## config.mk

```make
export PLATFORM = sky130hd
export DESIGN_NAME = sgr_queue
export DESIGN_NICKNAME = d
export VERILOG_FILES = /design/src/hw/rtl/sgr_pkg.sv /design/src/hw/rtl/sgr_queue.sv
export VERILOG_INCLUDE_DIRS = /design/src /design/src/hw/rtl
export SDC_FILE = /design/constraint.sdc
export NUM_CORES = 1
export LEC_CHECK = 0
export ABC_AREA = 1
export BUFFER_PORTS_ARGS = -buffer_cell sky130_fd_sc_hd__buf_2
export CAP_MARGIN = 15
export CORE_MARGIN = 2
export CORE_UTILIZATION = 35
export CTS_CLUSTER_DIAMETER = 50
export DETAILED_ROUTE_END_ITERATION = 10
export PLACE_DENSITY = 0.68
export SLEW_MARGIN = 40
export SYNTH_ARGS = -nofsm -noshare
export SYNTH_HDL_FRONTEND = slang
export SYNTH_SLANG_ARGS = --single-unit
```

## constraint.sdc

```tcl
create_clock -name clk -period 6.5 [get_ports clk]
set_clock_uncertainty 0.15 [all_clocks]
set_input_delay 1.3 -clock clk [delete_from_list [all_inputs] [get_ports clk]]
set_output_delay 1.3 -clock clk [all_outputs]
set_load 0.05 [all_outputs]
```

## src/hw/rtl/assert_macros.svh

```systemverilog
// Assertion macros shared by the glyph row generator modules.
`ifndef ASSERT_MACROS_SVH
`define ASSERT_MACROS_SVH

// Checks a property on every rising edge of clk while rst is low.
`define SGR_ASSERT(label, prop, msg) \
  label: assert property (@(posedge clk) disable iff (rst) (prop)) else $error(msg);

// Checks that a condition in one cycle implies another in the next cycle.
`define SGR_ASSERT_NEXT(label, pre, post, msg) \
  label: assert property (@(posedge clk) disable iff (rst) (pre) |=> (post)) else $error(msg);

`endif

```

## src/hw/rtl/sgr_pkg.sv

```systemverilog
// Shared types, constants and the 5x8 font table of the glyph row generator.
package sgr_pkg;

  localparam int PanelWidthDefault = 240;
  localparam int MaxScaleDefault   = 8;

  localparam int GlyphCols  = 5;
  localparam int CellCols   = 6;
  localparam int GlyphRows  = 8;
  localparam int QueueDepth = 2;

  localparam logic [7:0] FirstCode = 8'd32;
  localparam logic [7:0] EndCode   = 8'd127;

  // Configuration register indexes.
  localparam logic [1:0] RegGlyphScale = 2'd0;
  localparam logic [1:0] RegFgColour   = 2'd1;
  localparam logic [1:0] RegBgColour   = 2'd2;

  // Glyph columns are stored with column 0 in the top byte; bit 0 of a column is the top row.
  typedef logic [GlyphCols*8-1:0] glyph_t;

  // One character ready for drawing.
  typedef struct packed {
    glyph_t      glyph;
    logic [8:0]  x_first;
    logic [8:0]  x_last;
    logic [15:0] y;
    logic [3:0]  scale;
  } job_t;

  typedef struct packed {
    logic [3:0]  glyph_scale;
    logic [15:0] fg;
    logic [15:0] bg;
  } cfg_t;

  function automatic glyph_t sgr_font(input logic [7:0] code);
    glyph_t g;
    begin
      case (code)
        8'd33:  g = 40'h00005F0000;
        8'd34:  g = 40'h0007000700;
        8'd35:  g = 40'h147F147F14;
        8'd36:  g = 40'h242A7F2A12;
        8'd37:  g = 40'h2313086462;
        8'd38:  g = 40'h3649552250;
        8'd39:  g = 40'h0005030000;
        8'd40:  g = 40'h001C224100;
        8'd41:  g = 40'h0041221C00;
        8'd42:  g = 40'h14083E0814;
        8'd43:  g = 40'h08083E0808;
        8'd44:  g = 40'h0050300000;
        8'd45:  g = 40'h0808080808;
        8'd46:  g = 40'h0060600000;
        8'd47:  g = 40'h2010080402;
        8'd48:  g = 40'h3E5149453E;
        8'd49:  g = 40'h00427F4000;
        8'd50:  g = 40'h4261514946;
        8'd51:  g = 40'h2141454B31;
        8'd52:  g = 40'h1814127F10;
        8'd53:  g = 40'h2745454539;
        8'd54:  g = 40'h3C4A494930;
        8'd55:  g = 40'h0171090503;
        8'd56:  g = 40'h3649494936;
        8'd57:  g = 40'h064949291E;
        8'd58:  g = 40'h0036360000;
        8'd59:  g = 40'h0056360000;
        8'd60:  g = 40'h0008142241;
        8'd61:  g = 40'h1414141414;
        8'd62:  g = 40'h4122140800;
        8'd63:  g = 40'h0201510906;
        8'd64:  g = 40'h324979413E;
        8'd65:  g = 40'h7E1111117E;
        8'd66:  g = 40'h7F49494936;
        8'd67:  g = 40'h3E41414122;
        8'd68:  g = 40'h7F4141221C;
        8'd69:  g = 40'h7F49494941;
        8'd70:  g = 40'h7F09090101;
        8'd71:  g = 40'h3E41415132;
        8'd72:  g = 40'h7F0808087F;
        8'd73:  g = 40'h00417F4100;
        8'd74:  g = 40'h2040413F01;
        8'd75:  g = 40'h7F08142241;
        8'd76:  g = 40'h7F40404040;
        8'd77:  g = 40'h7F0204027F;
        8'd78:  g = 40'h7F0408107F;
        8'd79:  g = 40'h3E4141413E;
        8'd80:  g = 40'h7F09090906;
        8'd81:  g = 40'h3E4151215E;
        8'd82:  g = 40'h7F09192946;
        8'd83:  g = 40'h4649494931;
        8'd84:  g = 40'h01017F0101;
        8'd85:  g = 40'h3F4040403F;
        8'd86:  g = 40'h1F2040201F;
        8'd87:  g = 40'h7F2018207F;
        8'd88:  g = 40'h6314081463;
        8'd89:  g = 40'h0304780403;
        8'd90:  g = 40'h6151494543;
        8'd91:  g = 40'h00007F4141;
        8'd92:  g = 40'h0204081020;
        8'd93:  g = 40'h41417F0000;
        8'd94:  g = 40'h0402010204;
        8'd95:  g = 40'h4040404040;
        8'd96:  g = 40'h0001020400;
        8'd97:  g = 40'h2054545478;
        8'd98:  g = 40'h7F48444438;
        8'd99:  g = 40'h3844444420;
        8'd100: g = 40'h384444487F;
        8'd101: g = 40'h3854545418;
        8'd102: g = 40'h087E090102;
        8'd103: g = 40'h081454543C;
        8'd104: g = 40'h7F08040478;
        8'd105: g = 40'h00447D4000;
        8'd106: g = 40'h2040443D00;
        8'd107: g = 40'h007F102844;
        8'd108: g = 40'h00417F4000;
        8'd109: g = 40'h7C04180478;
        8'd110: g = 40'h7C08040478;
        8'd111: g = 40'h3844444438;
        8'd112: g = 40'h7C14141408;
        8'd113: g = 40'h081414187C;
        8'd114: g = 40'h7C08040408;
        8'd115: g = 40'h4854545420;
        8'd116: g = 40'h043F444020;
        8'd117: g = 40'h3C4040207C;
        8'd118: g = 40'h1C2040201C;
        8'd119: g = 40'h3C4030403C;
        8'd120: g = 40'h4428102844;
        8'd121: g = 40'h0C5050503C;
        8'd122: g = 40'h4464544C44;
        8'd123: g = 40'h0008364100;
        8'd124: g = 40'h00007F0000;
        8'd125: g = 40'h0041360800;
        8'd126: g = 40'h08082A1C08;
        default: g = '0;  // space and every code outside the printable range
      endcase
      return g;
    end
  endfunction

endpackage

```

## src/hw/rtl/sgr_queue.sv

```systemverilog
// Short job queue between the front end and the row generator.
`include "assert_macros.svh"
module sgr_queue (
  input  logic          clk,
  input  logic          rst,
  input  logic          push,
  input  sgr_pkg::job_t push_job,
  input  logic          pop,
  output logic          full,
  output logic          empty,
  output sgr_pkg::job_t head
);
  import sgr_pkg::*;

  localparam int PtrW = (QueueDepth > 1) ? $clog2(QueueDepth) : 1;
  localparam int CntW = $clog2(QueueDepth + 1);
  localparam logic [PtrW-1:0] LastPtr = PtrW'(QueueDepth - 1);
  localparam logic [CntW-1:0] DepthCnt = CntW'(QueueDepth);

  job_t            entries [QueueDepth];
  logic [PtrW-1:0] wr_ptr;
  logic [PtrW-1:0] rd_ptr;
  logic [CntW-1:0] count;

  assign full  = (count == DepthCnt);
  assign empty = (count == '0);
  assign head  = entries[rd_ptr];

  always_ff @(posedge clk) begin
    if (push) begin
      entries[wr_ptr] <= push_job;
    end
  end

  always_ff @(posedge clk) begin
    if (rst) begin
      wr_ptr <= '0;
      rd_ptr <= '0;
      count  <= '0;
    end else begin
      if (push) begin
        wr_ptr <= (wr_ptr == LastPtr) ? '0 : wr_ptr + 1'b1;
      end
      if (pop) begin
        rd_ptr <= (rd_ptr == LastPtr) ? '0 : rd_ptr + 1'b1;
      end
      if (push && !pop) begin
        count <= count + 1'b1;
      end else if (pop && !push) begin
        count <= count - 1'b1;
      end
    end
  end

  `SGR_ASSERT(a_no_push_full, !(push && full), "job pushed into a full queue")
  `SGR_ASSERT(a_no_pop_empty, !(pop && empty), "job popped from an empty queue")
  `SGR_ASSERT_NEXT(a_count_up, push && !pop, count == $past(count) + 1'b1, "count did not grow")

endmodule

```

==> metrics.cfg <==
[clock_tree]
clk_pin_slew_worst_paths_ps=60
cts_hold_buf=0
clock_latency_ps=410
cts_tree=done
h-tree-depth=4
clockBufferDepth=2
cts_buffers=17
cts.sinks=161
cts-root-buf=clkbuf_16
cts_setup_buffers=0
post_cts_resized=0

[synth]
synth_ff_type=edfxtp_1
synth_warnings=0
synth_common_cells=156 x edfxtp_1, 58 x mux2_2, 20 x mux2_4, 9 x inv_1, 7 x nor2_1
synthCells=276
postSynthAreaPerCell_sq_um=21.5
synth.largest_area_cell=edfxtp_1
synthTopCellsByArea=edfxtp_1 79%, mux2_2 11%, mux2_4 5.1%
muxShareOfSynthArea_pct=16.1
synth_most_common_cell=edfxtp_1
synth_compound_area_share_pct=0.169
synth-adder-area-share_pct=0.211
synth-seq-cells=161
synth_top_family_by_area=multiplexers
syn_area_sq_mm=0.00593
yosysSeqAreaShare_pct=80.6
synth.distinct_cells=16
synth_xor_xnor_area_share_pct=0.148
synth_simple_gate_area_share_pct=1.03
synth_nets=359
synth_edf_count=156
synthArstFlopShare_pct=0
netlist.area_leader.share_pct=78.9

[critical_path]
max_stage_delay_ps=570
crit_type=reg2out
cp_max_fo=33
worst-path-buf-inv=2
cp-start-kind=flop
crit_arrival_ps=1870
required_ps=5050
critPathTopFamily=flip-flops
cp_cell_sequence=buf_12, mux2_2, buf_2
critPathCaptureType=output port
cp_slowest_cell=dfxtp_4

[pwr]
p_leak_uw=0.00292
ir_drop_v=0.000164
power.density_mw_per_mm2=343
total_power_uw=2620

[floorplan]
fp.dieW_um=134
die-area_sq_mm=0.0180
core.rowCount=47
io_pins=162
die_height_um=134
start_util_pct=35.8
coreArea_sq_mm=0.0166

[finish]
seq_area_sq_mm=0.00479
diodes=0
fill_cells=1477
syn2layout_area_growth_pct=28.7
layout-drive-gt1-share_pct=58.8
final_nets=536
final_area_sq_mm=0.00764
multi_input_area_sq_mm=0.00105

[outcome]
status=finished clean

[global_routing]
grt_max_degree=45
grt_overflow=0
track_usage_pct=12.9
grt_antenna_before_repair=1
grt_pass1_vias=3441
grt_first_pass_wirelength_um=17200

[sta]
slew_headroom_pct=51.8
max_freq_ghz=0.301
grt_setup_unrepaired=false
setup_violations=0
hold_ws_ps=364
fin_tns_setup_ps=0
fin_crit_sh_pct=51.1
slew_violations=0
finalHoldViolCount=0
period_needed_ps=3320
worst_pin_slew_ps=723

[placement]
place_congestion=0.698
dp_hpwl_um=7480
placed_area_sq_mm=0.00704
port_buffers=161

[drt]
drc=0
first_pass_iters=5
vias_per_cell=4.48
wl_per_cell_um=16.2
totalWireLength_um=11100
routed-via-count=3076
ant_nets=0
drt_iter0_drc=173

[hold_path]
min_path_type=reg2reg

[run]
cap_violations=0

[report_power, final]
part           internal, uW  switching, uW  total, uW
Combinational           121            279        401
Clock                   634            366       1000
Sequential             1200           19.4       1220
[path summary, 6_finish.rpt]
path	start	end	slack (ps)	cells after the start
worst min-delay path	rd_ptr	rd_ptr	360	2
worst max-delay path	flop	head[32]	3180	3
worst min register to register	rd_ptr	rd_ptr	360	2
worst max register to register	wr_ptr	entries[1][4]	4340	3
[cells in the final DEF (no fill, tap or decap), drive strengths merged, types with 3 or more instances in the layout]
master,instances
dfxtp,5
bufinv,3
clkinv,3
mux2,78
buf,167
inv,8
nand2,5
clkbuf,26
edfxtp,156
nor2,7
[stage by stage]
step                      utilization, %  worst slack, ps  cells
after floorplan                        -             1230    276
after global placement              42.0             2980    650
after detailed placement            42.5             3280    654
after CTS                           46.1             3140    686
after global routing                46.1             3110    686
final                               46.1             3180    686
[layer usage]
layer | GRT usage, % | share of wire [%]
met5 | 0 | 0.14
met4 | 6.55 | 2.2
met3 | 4.65 | 7.0
met2 | 22.2 | 51
met1 | 13.9 | 40
[worst reg2reg max path: cells and delay by family (launching register included)]
kind / cells / cell delay, ps
buffers and inverters: 2 / 1140
DFF: 1 / 400
and+or+nand+nor: 1 / 100
[state kept, by name, indices dropped and copies added, names as in the netlist, named ones only]
name,cells
rd_ptr,1
entries,156
wr_ptr,1
count,2
[logic make-up (layout without fill, tap and decap cells)]
logic type | after synthesis | in the layout
mux | 78 | 78
fa+ha+maj | 1 | 1
buf+inv | 18 | 208
xor+xnor | 1 | 1
flops | 161 | 161
simple gates | 15 | 15
compound gates | 2 | 2
[cell type report]
cell class / count / share of cell area, %
clock inverters: 6 / 1.41
well taps: 220 / 3.60
multi-input cells: 97 / 13.8
clock buffers: 26 / 6.40
inverters: 9 / 0.459
flip-flops and latches: 161 / 62.7
repair buffers: 167 / 11.7
No activity file was read; power rests on OpenSTA's default activity.
